File: src/design/scroll_page_redraw_tracker_assert.svh
// ----------------------------------------------------------------------------
// Scroll page redraw tracker assertion macros
// Concurrent assertion shorthands, clocked on clk and disabled during reset.
// ----------------------------------------------------------------------------
`ifndef SCROLL_PAGE_REDRAW_TRACKER_ASSERT_SVH
`define SCROLL_PAGE_REDRAW_TRACKER_ASSERT_SVH

// same-cycle implication
`define SPR_ASSERT_NOW(label, ante, cons, msg) \
    label: assert property (@(posedge clk) disable iff (!rst_n) (ante) |-> (cons)) \
        else $error(msg);

// next-cycle implication
`define SPR_ASSERT_NEXT(label, ante, cons, msg) \
    label: assert property (@(posedge clk) disable iff (!rst_n) (ante) |=> (cons)) \
        else $error(msg);

`endif

File: src/design/spr_pkg.sv
// ----------------------------------------------------------------------------
// Scroll page redraw tracker package
// Field widths, command codes, register indexes and reset values.
// ----------------------------------------------------------------------------
package spr_pkg;

    localparam int POS_W    = 32;
    localparam int SPAN_W   = 16;
    localparam int WLEN_W   = 31;
    localparam int FRAME_W  = 16;
    localparam int KIND_W   = 3;
    localparam int CFG_IDX_W = 1;
    localparam int PAGE_COUNT = 2;

    localparam logic [KIND_W-1:0] KIND_CLAMP      = 3'd0;
    localparam logic [KIND_W-1:0] KIND_QUERY      = 3'd1;
    localparam logic [KIND_W-1:0] KIND_MARK       = 3'd2;
    localparam logic [KIND_W-1:0] KIND_FLIP       = 3'd3;
    localparam logic [KIND_W-1:0] KIND_INVALIDATE = 3'd4;
    localparam logic [KIND_W-1:0] KIND_BEGIN      = 3'd5;

    localparam logic [CFG_IDX_W-1:0] CFG_VIEW_SPAN = 1'd0;
    localparam logic [CFG_IDX_W-1:0] CFG_PAGE_SPAN = 1'd1;

    localparam logic [SPAN_W-1:0] VIEW_SPAN_RESET = 16'd320;
    localparam logic [SPAN_W-1:0] PAGE_SPAN_RESET = 16'd640;

    typedef struct packed {
        logic [KIND_W-1:0]         kind;
        logic signed [POS_W-1:0]   position;
        logic signed [POS_W-1:0]   end_position;
        logic [WLEN_W-1:0]         world_length;
        logic [FRAME_W-1:0]        frame_count;
    } req_t;

    typedef struct packed {
        logic                      need_draw;
        logic signed [POS_W-1:0]   span_from;
        logic signed [POS_W-1:0]   span_to;
        logic [FRAME_W-1:0]        elapsed_frames;
    } rsp_t;

endpackage

File: src/design/spr_req_if.sv
// ----------------------------------------------------------------------------
// Scroll page redraw tracker request channel
// Valid/ready channel carrying one command request.
// ----------------------------------------------------------------------------
interface spr_req_if;
    import spr_pkg::*;

    logic                    valid;
    logic                    ready;
    logic [KIND_W-1:0]       kind;
    logic signed [POS_W-1:0] position;
    logic signed [POS_W-1:0] end_position;
    logic [WLEN_W-1:0]       world_length;
    logic [FRAME_W-1:0]      frame_count;

    modport source (output valid, kind, position, end_position, world_length, frame_count,
                    input ready);
    modport sink (input valid, kind, position, end_position, world_length, frame_count,
                  output ready);
endinterface

File: src/design/spr_rsp_if.sv
// ----------------------------------------------------------------------------
// Scroll page redraw tracker response channel
// Valid/ready channel carrying one command result.
// ----------------------------------------------------------------------------
interface spr_rsp_if;
    import spr_pkg::*;

    logic                    valid;
    logic                    ready;
    logic                    need_draw;
    logic signed [POS_W-1:0] span_from;
    logic signed [POS_W-1:0] span_to;
    logic [FRAME_W-1:0]      elapsed_frames;

    modport source (output valid, need_draw, span_from, span_to, elapsed_frames,
                    input ready);
    modport sink (input valid, need_draw, span_from, span_to, elapsed_frames,
                  output ready);
endinterface

File: src/design/scroll_page_redraw_tracker.sv
// ----------------------------------------------------------------------------
// Scroll page redraw tracker
// A request is held in the input register, evaluated against the camera,
// frame and two-page drawn-span state once the result register can advance,
// and lands in the result register as the state updates, so back-to-back
// requests always see the effect of the one before. Throughput is one request
// per cycle while the response side keeps taking results; a stalled result
// register holds the input register and then the request channel.
// ----------------------------------------------------------------------------
module scroll_page_redraw_tracker (
    input  logic                           clk,
    input  logic                           rst_n,
    input  logic                           cfg_write,
    input  logic [spr_pkg::CFG_IDX_W-1:0]  cfg_index,
    input  logic [spr_pkg::SPAN_W-1:0]     cfg_data,
    spr_req_if.sink                        req,
    spr_rsp_if.source                      rsp
);
    import spr_pkg::*;

    `include "scroll_page_redraw_tracker_assert.svh"

    logic [SPAN_W-1:0]       view_span_reg;
    logic [SPAN_W-1:0]       page_span_reg;
    logic signed [POS_W-1:0] camera_reg;
    logic signed [POS_W-1:0] camera_next;
    logic                    back_page_reg;
    logic                    back_page_next;
    logic [FRAME_W-1:0]      seen_frame_reg;
    logic [FRAME_W-1:0]      seen_frame_next;
    logic signed [POS_W-1:0] drawn_start_reg [PAGE_COUNT];
    logic signed [POS_W-1:0] drawn_end_reg   [PAGE_COUNT];
    logic signed [POS_W-1:0] page_start_next;
    logic signed [POS_W-1:0] page_end_next;
    logic                    page_write;
    logic                    pages_clear;

    logic                    s1_valid_reg;
    req_t                    s1_reg;
    logic                    rsp_valid_reg;
    rsp_t                    rsp_reg;
    rsp_t                    rsp_next;
    logic                    advance;
    logic                    fire;

    logic signed [POS_W-1:0] ds;
    logic signed [POS_W-1:0] de;
    logic signed [POS_W-1:0] view_end;
    logic signed [POS_W-1:0] max_pos;
    logic signed [POS_W-1:0] span_ext;
    logic signed [POS_W-1:0] merge_start;
    logic signed [POS_W-1:0] merge_end;
    logic signed [POS_W-1:0] merge_len;
    logic [FRAME_W-1:0]      frame_diff;

    assign advance   = !rsp_valid_reg || rsp.ready;
    assign fire      = s1_valid_reg && advance;
    assign req.ready = !s1_valid_reg || advance;

    assign rsp.valid          = rsp_valid_reg;
    assign rsp.need_draw      = rsp_reg.need_draw;
    assign rsp.span_from      = rsp_reg.span_from;
    assign rsp.span_to        = rsp_reg.span_to;
    assign rsp.elapsed_frames = rsp_reg.elapsed_frames;

    always_comb
    begin
        ds          = drawn_start_reg[back_page_reg];
        de          = drawn_end_reg[back_page_reg];
        view_end    = camera_reg + $signed({16'd0, view_span_reg});
        span_ext    = $signed({16'd0, page_span_reg});
        max_pos     = $signed({1'b0, s1_reg.world_length}) - $signed({16'd0, view_span_reg});
        merge_start = (s1_reg.position < ds) ? s1_reg.position : ds;
        merge_end   = (de < s1_reg.end_position) ? s1_reg.end_position : de;
        merge_len   = merge_end - merge_start;
        frame_diff  = s1_reg.frame_count - seen_frame_reg;

        camera_next     = camera_reg;
        back_page_next  = back_page_reg;
        seen_frame_next = seen_frame_reg;
        page_start_next = ds;
        page_end_next   = de;
        page_write      = 1'b0;
        pages_clear     = 1'b0;
        rsp_next        = '0;

        case (s1_reg.kind)
            KIND_CLAMP:
            begin
                if (max_pos[POS_W-1])
                begin
                    max_pos = '0;
                end
                camera_next = s1_reg.position[POS_W-1] ? '0 : s1_reg.position;
                if (max_pos < camera_next)
                begin
                    camera_next = max_pos;
                end
            end
            KIND_QUERY:
            begin
                if (!(ds < de))
                begin
                    rsp_next.need_draw = 1'b1;
                    rsp_next.span_from = camera_reg;
                    rsp_next.span_to   = view_end;
                end
                else if (!(camera_reg < ds) && !(de < view_end))
                begin
                    rsp_next.need_draw = 1'b0;
                end
                else if (!(camera_reg < de) || !(ds < view_end))
                begin
                    rsp_next.need_draw = 1'b1;
                    rsp_next.span_from = camera_reg;
                    rsp_next.span_to   = view_end;
                end
                else if (de < view_end)
                begin
                    rsp_next.need_draw = 1'b1;
                    rsp_next.span_from = de;
                    rsp_next.span_to   = view_end;
                end
                else
                begin
                    rsp_next.need_draw = 1'b1;
                    rsp_next.span_from = camera_reg;
                    rsp_next.span_to   = ds;
                end
            end
            KIND_MARK:
            begin
                page_write = 1'b1;
                if (!(ds < de) || (de < s1_reg.position) || (s1_reg.end_position < ds))
                begin
                    page_start_next = s1_reg.position;
                    page_end_next   = s1_reg.end_position;
                end
                else
                begin
                    page_start_next = (span_ext < merge_len) ? merge_end - span_ext
                                                             : merge_start;
                    page_end_next   = merge_end;
                end
            end
            KIND_FLIP:
            begin
                rsp_next.elapsed_frames = (frame_diff == '0) ? FRAME_W'(1) : frame_diff;
                seen_frame_next         = s1_reg.frame_count;
                back_page_next          = !back_page_reg;
            end
            KIND_INVALIDATE:
            begin
                pages_clear = 1'b1;
            end
            KIND_BEGIN:
            begin
                pages_clear     = 1'b1;
                back_page_next  = 1'b1;
                camera_next     = '0;
                seen_frame_next = s1_reg.frame_count;
            end
            default:
            begin
                rsp_next = '0;
            end
        endcase
    end

    always_ff @(posedge clk or negedge rst_n)
    begin
        if (!rst_n)
        begin
            view_span_reg <= VIEW_SPAN_RESET;
            page_span_reg <= PAGE_SPAN_RESET;
        end
        else if (cfg_write)
        begin
            case (cfg_index)
                CFG_VIEW_SPAN: view_span_reg <= cfg_data;
                CFG_PAGE_SPAN: page_span_reg <= cfg_data;
                default:       view_span_reg <= view_span_reg;
            endcase
        end
    end

    always_ff @(posedge clk or negedge rst_n)
    begin
        if (!rst_n)
        begin
            camera_reg     <= '0;
            back_page_reg  <= 1'b1;
            seen_frame_reg <= '0;
            for (int i = 0; i < PAGE_COUNT; i++)
            begin
                drawn_start_reg[i] <= '0;
                drawn_end_reg[i]   <= '0;
            end
        end
        else if (fire)
        begin
            camera_reg     <= camera_next;
            back_page_reg  <= back_page_next;
            seen_frame_reg <= seen_frame_next;
            if (pages_clear)
            begin
                for (int i = 0; i < PAGE_COUNT; i++)
                begin
                    drawn_start_reg[i] <= '0;
                    drawn_end_reg[i]   <= '0;
                end
            end
            else if (page_write)
            begin
                drawn_start_reg[back_page_reg] <= page_start_next;
                drawn_end_reg[back_page_reg]   <= page_end_next;
            end
        end
    end

    always_ff @(posedge clk or negedge rst_n)
    begin
        if (!rst_n)
        begin
            s1_valid_reg  <= 1'b0;
            rsp_valid_reg <= 1'b0;
        end
        else
        begin
            if (req.valid && req.ready)
            begin
                s1_valid_reg <= 1'b1;
            end
            else if (advance)
            begin
                s1_valid_reg <= 1'b0;
            end
            if (advance)
            begin
                rsp_valid_reg <= s1_valid_reg;
            end
        end
    end

    // hold payload while stalled
    always_ff @(posedge clk)
    begin
        if (req.valid && req.ready)
        begin
            s1_reg.kind         <= req.kind;
            s1_reg.position     <= req.position;
            s1_reg.end_position <= req.end_position;
            s1_reg.world_length <= req.world_length;
            s1_reg.frame_count  <= req.frame_count;
        end
        if (fire)
        begin
            rsp_reg <= rsp_next;
        end
    end

    `SPR_ASSERT_NEXT(a_clamp_nonneg, fire && s1_reg.kind == KIND_CLAMP,
        !camera_reg[POS_W-1], "camera negative after clamp")
    `SPR_ASSERT_NEXT(a_flip_toggles, fire && s1_reg.kind == KIND_FLIP,
        back_page_reg != $past(back_page_reg) && rsp_valid_reg && rsp_reg.elapsed_frames != '0,
        "flip did not toggle page or reported zero frames")
    `SPR_ASSERT_NEXT(a_begin_resets, fire && s1_reg.kind == KIND_BEGIN,
        back_page_reg && camera_reg == '0 && drawn_end_reg[1] == '0,
        "begin did not reset tracking state")
    `SPR_ASSERT_NOW(a_fields_exclusive, rsp_valid_reg && rsp_reg.elapsed_frames != '0,
        !rsp_reg.need_draw && rsp_reg.span_from == '0 && rsp_reg.span_to == '0,
        "flip result carries query fields")

endmodule

File: src/flat_wrapper.sv
// flat-port wrapper written by rule: the top's interface ports become plain ports
module scroll_page_redraw_tracker_flat import spr_pkg::*;
  (clk, rst_n, cfg_write, cfg_index, cfg_data, req_valid, req_kind, req_position, req_end_position, req_world_length, req_frame_count, req_ready, rsp_valid, rsp_need_draw, rsp_span_from, rsp_span_to, rsp_elapsed_frames, rsp_ready);
  spr_req_if req_i ();
  spr_rsp_if rsp_i ();
  input  logic clk;
  input  logic rst_n;
  input  logic cfg_write;
  input  logic [spr_pkg::CFG_IDX_W-1:0] cfg_index;
  input  logic [spr_pkg::SPAN_W-1:0] cfg_data;
  input wire logic [$bits(req_i.valid)-1:0] req_valid;
  input wire logic [$bits(req_i.kind)-1:0] req_kind;
  input wire logic [$bits(req_i.position)-1:0] req_position;
  input wire logic [$bits(req_i.end_position)-1:0] req_end_position;
  input wire logic [$bits(req_i.world_length)-1:0] req_world_length;
  input wire logic [$bits(req_i.frame_count)-1:0] req_frame_count;
  output wire logic [$bits(req_i.ready)-1:0] req_ready;
  output wire logic [$bits(rsp_i.valid)-1:0] rsp_valid;
  output wire logic [$bits(rsp_i.need_draw)-1:0] rsp_need_draw;
  output wire logic [$bits(rsp_i.span_from)-1:0] rsp_span_from;
  output wire logic [$bits(rsp_i.span_to)-1:0] rsp_span_to;
  output wire logic [$bits(rsp_i.elapsed_frames)-1:0] rsp_elapsed_frames;
  input wire logic [$bits(rsp_i.ready)-1:0] rsp_ready;
  assign req_i.valid = req_valid;
  assign req_i.kind = req_kind;
  assign req_i.position = req_position;
  assign req_i.end_position = req_end_position;
  assign req_i.world_length = req_world_length;
  assign req_i.frame_count = req_frame_count;
  assign req_ready = req_i.ready;
  assign rsp_valid = rsp_i.valid;
  assign rsp_need_draw = rsp_i.need_draw;
  assign rsp_span_from = rsp_i.span_from;
  assign rsp_span_to = rsp_i.span_to;
  assign rsp_elapsed_frames = rsp_i.elapsed_frames;
  assign rsp_i.ready = rsp_ready;
  scroll_page_redraw_tracker u_core (.clk(clk), .rst_n(rst_n), .cfg_write(cfg_write), .cfg_index(cfg_index), .cfg_data(cfg_data), .req(req_i), .rsp(rsp_i));
endmodule
File: config.mk
export PLATFORM = sky130hd
export DESIGN_NAME = scroll_page_redraw_tracker_flat
export DESIGN_NICKNAME = d
export VERILOG_FILES = /design/src/design/spr_pkg.sv /design/src/design/spr_req_if.sv /design/src/design/spr_rsp_if.sv /design/src/design/scroll_page_redraw_tracker.sv /design/src/flat_wrapper.sv
export VERILOG_INCLUDE_DIRS = /design/src /design/src/design
export SDC_FILE = /design/constraint.sdc
export NUM_CORES = 1
export LEC_CHECK = 0
export BUFFER_PORTS_ARGS = -buffer_cell sky130_fd_sc_hd__buf_2
export CAP_MARGIN = 15
export CORE_AREA = 2 2 304 306
export DETAILED_ROUTE_END_ITERATION = 8
export DIE_AREA = 0 0 306 308
export PLACE_DENSITY = 0.6
export SLEW_MARGIN = 20
export SYNTH_ARGS = -nofsm -noshare
export SYNTH_HDL_FRONTEND = slang
export SYNTH_SLANG_ARGS = --single-unit
File: constraint.sdc
create_clock -name clk -period 10 [get_ports clk]
set_input_delay 1.5 -clock clk [delete_from_list [all_inputs] [get_ports clk]]
set_output_delay 1.5 -clock clk [all_outputs]
set_load 0.005 [all_outputs]
==> metrics.md <==
| Metric | Value |
|---|---|
| Initial Util | `between 30% and 40%` |
| GPL Wtd Cong | `1.014` |
| Final setup vio count | `0` |
| DRT Pass-1 Iters | `6` |
| Max cap viols | `0` |
| Switching share of total power | `46.95%` |
| Syn_area_per_cell | `9.210 sq um` |
| Synthesized flop and latch total | `around 410` |
| Routed Antenna Nets | `0` |
| Clock skew | `0.04953 ns` |
| Gr ovfl total | `0` |
| Row cnt | `111` |
| Sequential share of the synthesized area | `35.19%` |
| Clock-pin slew on the worst setup and hold paths | `0.07 ns` |
| Ys Warns | `0` |
| CP dominant cell by count | `buf_4` |
| Maximum fanout along the worst path | `27` |
| Slowest CP cell | `dfstp_4` |
| 1st-iter DRT viols | `3,030` |
| Post-layout util | `39.98%` |
| Synth area leaders | `edfxtp_1 (19%), ha_1 (16%), dfrtp_1 (16%)` |
| Max stage delay on crit path | `approximately 0.95 ns` |
| Ys flop type | `dfrtp_1` |
| Gate power share | `slightly below 60%` |
| Routed len/inst | `24.90 um` |
| Post-Synth XOR/XNOR Area | `2.828%` |
| Main combinational cell family by area after synthesis | `compound AO/OA/AOI/OAI gates` |
| Max-slew headroom | `between 10% and 20%` |
| H-Tree Depth | `2` |
| Pin count of the biggest net entering global routing | `85` |
| Root buffer cell | `clkbuf_16` |
| Clock sinks | `405` |
| Mapped cell area | `0.03159 sq mm` |
| Die Y | `308 um` |
| Pwr dens | `288.0 mW/mm^2` |
| FFs w/ async S/R, synth | `about half` |
| Final min period | `9.445 ns` |
| Hpwl dp | `~97,000 um` |
| Via Count | `28.69k` |
| I/O Pins | `about 220` |
| CP Class | `flop to flop` |
| EDFF count, synth | `195` |
| Number of antenna violations at the first check in global routing | `3` |
| Fin. max-slew vios | `0` |
| Cell count after synthesis | `approximately 3.4k` |
| Most common cell after layout, fill and taps aside | `ha_1` |
| Routed WL | `approximately 120,000 um` |
| Critical Path End Type | `flop` |
| Adder-cell share of the synthesized area | `between 10% and 20%` |
| Setup TNS | `0 ns` |
| Fin crit share | `94.45%` |
| Final nets | `approximately 4.2k` |
| Hold Fails Final Rpt | `0` |
| Cell-internal power | `5.557 mW` |
| Leading area contributor after synthesis | `edfxtp_1` |
| Die ar. | `about 0.094 sq mm` |
| Largest register FFs | `114` |
| Vias in the first global route | `between 20k and 30k` |
| Clk buf depth | `3` |
| DR vias/cell | `5.841` |
| Startpoint Class | `flop` |
| First-pass GRT wire length | `about 180,000 um` |
| Share of cells above drive strength 1 | `roughly 14%` |
| Die width | `306 um` |
| Drt drc | `0` |
| GRT Resource Usage Total | `25.38%` |
| Sequential Power Share | `22.0%` |
| Num CTS Buffers | `49` |
| Max Freq | `105.9 MHz` |
| Buffers added on ports | `218` |
| RSZ-0062 raised after global routing | `no` |
| Status | `finished clean` |
| Post-synthesis mux area share | `4.416%` |
| Area Growth Syn to Fin | `15.12%` |
| Commonest non-fill, non-tap cells in the layout | `ha_1 (414), nand2_1 (352), a21oi_1 (269)` |
| Compound-Gate Fraction of Synth Area | `21.91%` |
| Crit path arrival time | `10.02 ns` |
| Sw Pwr | `4.917 mW` |
| HP Class | `flop to flop` |
| Clock insertion delay at the later pin of the skew report | `0.67 ns` |
| Netlist cell types | `93` |
| Placeable Area | `0.09097 sq mm` |
| Post-Synth Simple-Gate Area | `14.33%` |
| Synthesized net count | `roughly 4k` |
| Max VDD drop | `0.0002402 V` |
| CTS tree | `done` |
| Slew @ Worst Pin | `1.283 ns` |
| Hold slack | `0.4766 ns` |
| # fillers | `slightly above 9k` |
| Power share of the clock group | `a little under a fifth` |
| LEAKAGE | `16.68 nW` |
| Synth top area share | `18.54%` |
| Critical Path RT | `10.58 ns` |
==> cells in the mapped netlist, types with 8 or more instances <==
| cell type | count |
|---|---|
| edfxtp_1 | 195 |
| xnor2_1 | 69 |
| o21ai_1 | 10 |
| nand4_1 | 67 |
| mux2i_1 | 73 |
| a311oi_1 | 37 |
| ha_1 | 414 |
| dfrtp_1 | 205 |
| nor2b_1 | 49 |
| o21bai_1 | 19 |
| o21a_1 | 72 |
| inv_1 | 238 |
| a221o_1 | 8 |
| nor2_1 | 193 |
| a31oi_1 | 22 |
| a211oi_1 | 36 |
| nor3_1 | 93 |
| a21o_1 | 116 |
| o31ai_1 | 12 |
| a22o_1 | 9 |
| a32oi_1 | 8 |
| or2_2 | 9 |
| o21ai_0 | 223 |
| and2_1 | 24 |
| a41o_1 | 8 |
| a21boi_0 | 13 |
| xor2_1 | 33 |
| or3_1 | 14 |
| a211o_1 | 12 |
| o211ai_1 | 62 |
| nand3_1 | 51 |
| clkbuf_1 | 117 |
| nand2b_1 | 38 |
| nand2_1 | 354 |
| mux2_2 | 52 |
| a21oi_1 | 269 |
| o2111ai_1 | 9 |
| a32o_1 | 26 |
| and3_1 | 17 |
| buf_1 | 11 |
| nor4_1 | 17 |
==> layer usage <==
metal	vias to the layer above	global-route usage, %	part of all wire, %
met2	1355	40.55	44
li1	13230	-	-
met5	-	0	0.063
met1	13831	33.91	42
met4	4	11.16	4.9
met3	266	4.006	8.6
==> layout make-up <==
type / instances / area [sq um] / share of cell area [%]
flip-flops and latches: 405 / 11120 / 30.58
diodes: 4 / 10.01 / 0.02752
repair buffers: 337 / 2011 / 5.529
inverters: 239 / 899.6 / 2.474
clock buffers: 58 / 1270 / 3.492
multi-input cells: 2648 / 19110 / 52.54
well taps: 1186 / 1484 / 4.080
clock inverters: 34 / 464.2 / 1.276
==> kinds of logic after synthesis <==
logic type | count (synthesis)
AO/OA/AOI/OAI | 1038
XOR/XNOR | 102
adder cells (fa/ha/maj) | 420
buffers and inverters | 377
flip-flops | 405
multiplexers | 130
other | 1
AND/OR/NAND/NOR | 957
==> path summary, 6_finish.rpt <==
path,startpoint,end,slack (ns),cells past startpoint
max in group asynchronous,rst_n,u_core.drawn_start_reg[18],7.83,2
min in group asynchronous,rst_n,u_core.seen_frame_reg[7],0.86,1
hold / removal,u_core.drawn_end_reg[23],u_core.drawn_end_reg[23],0.48,2
setup reg to reg,u_core.back_page_reg,u_core.drawn_start_reg[25],0.56,36
hold reg to reg,u_core.drawn_end_reg[23],u_core.drawn_end_reg[23],0.48,2
setup / recovery,u_core.back_page_reg,u_core.drawn_start_reg[25],0.56,36
==> power groups by stage <==
stage	Sequential, mW	Combinational (mW)	Clock [mW]
final	2.30	6.23	1.94
after detailed placement	2.32	6.06	0
after global placement	2.32	6.04	0
after global routing	2.32	6.80	2.04
after CTS	2.29	6.10	1.97
after floorplan	2.18	4.23	0
==> worst max-delay path, delay by kind of cell, from the launching register on <==
kind | cells | cell delay [ns]
AO/OA/AOI/OAI | 18 | 4.13
AND/OR/NAND/NOR | 6 | 1.33
adder cells (fa/ha/maj) | 4 | 1.23
buffers and inverters | 5 | 1.08
flip-flops | 1 | 0.95
multiplexers | 2 | 0.56
XOR/XNOR | 1 | 0.10
==> timing repair <==
action	in CTS	in global routing
gates resized for setup	0	1
hold buffers	0	0
buffers inserted	0	5
endpoints found under the setup margin	0	32
hold endpoints to repair	0	0
==> stage by stage <==
step	worst slack (ns)	instances	power (mW)	cell area, sq um
floorplan	0.06733	3430	6.412	31590
global placement	0.8956	4810	8.361	34570
detailed placement	0.5836	4810	8.380	34570
CTS	0.5552	4902	10.36	36300
global route	0.01571	4908	11.17	36360
finish	0.5552	4911	10.47	36370
No activity file was read; power rests on OpenSTA's default activity.
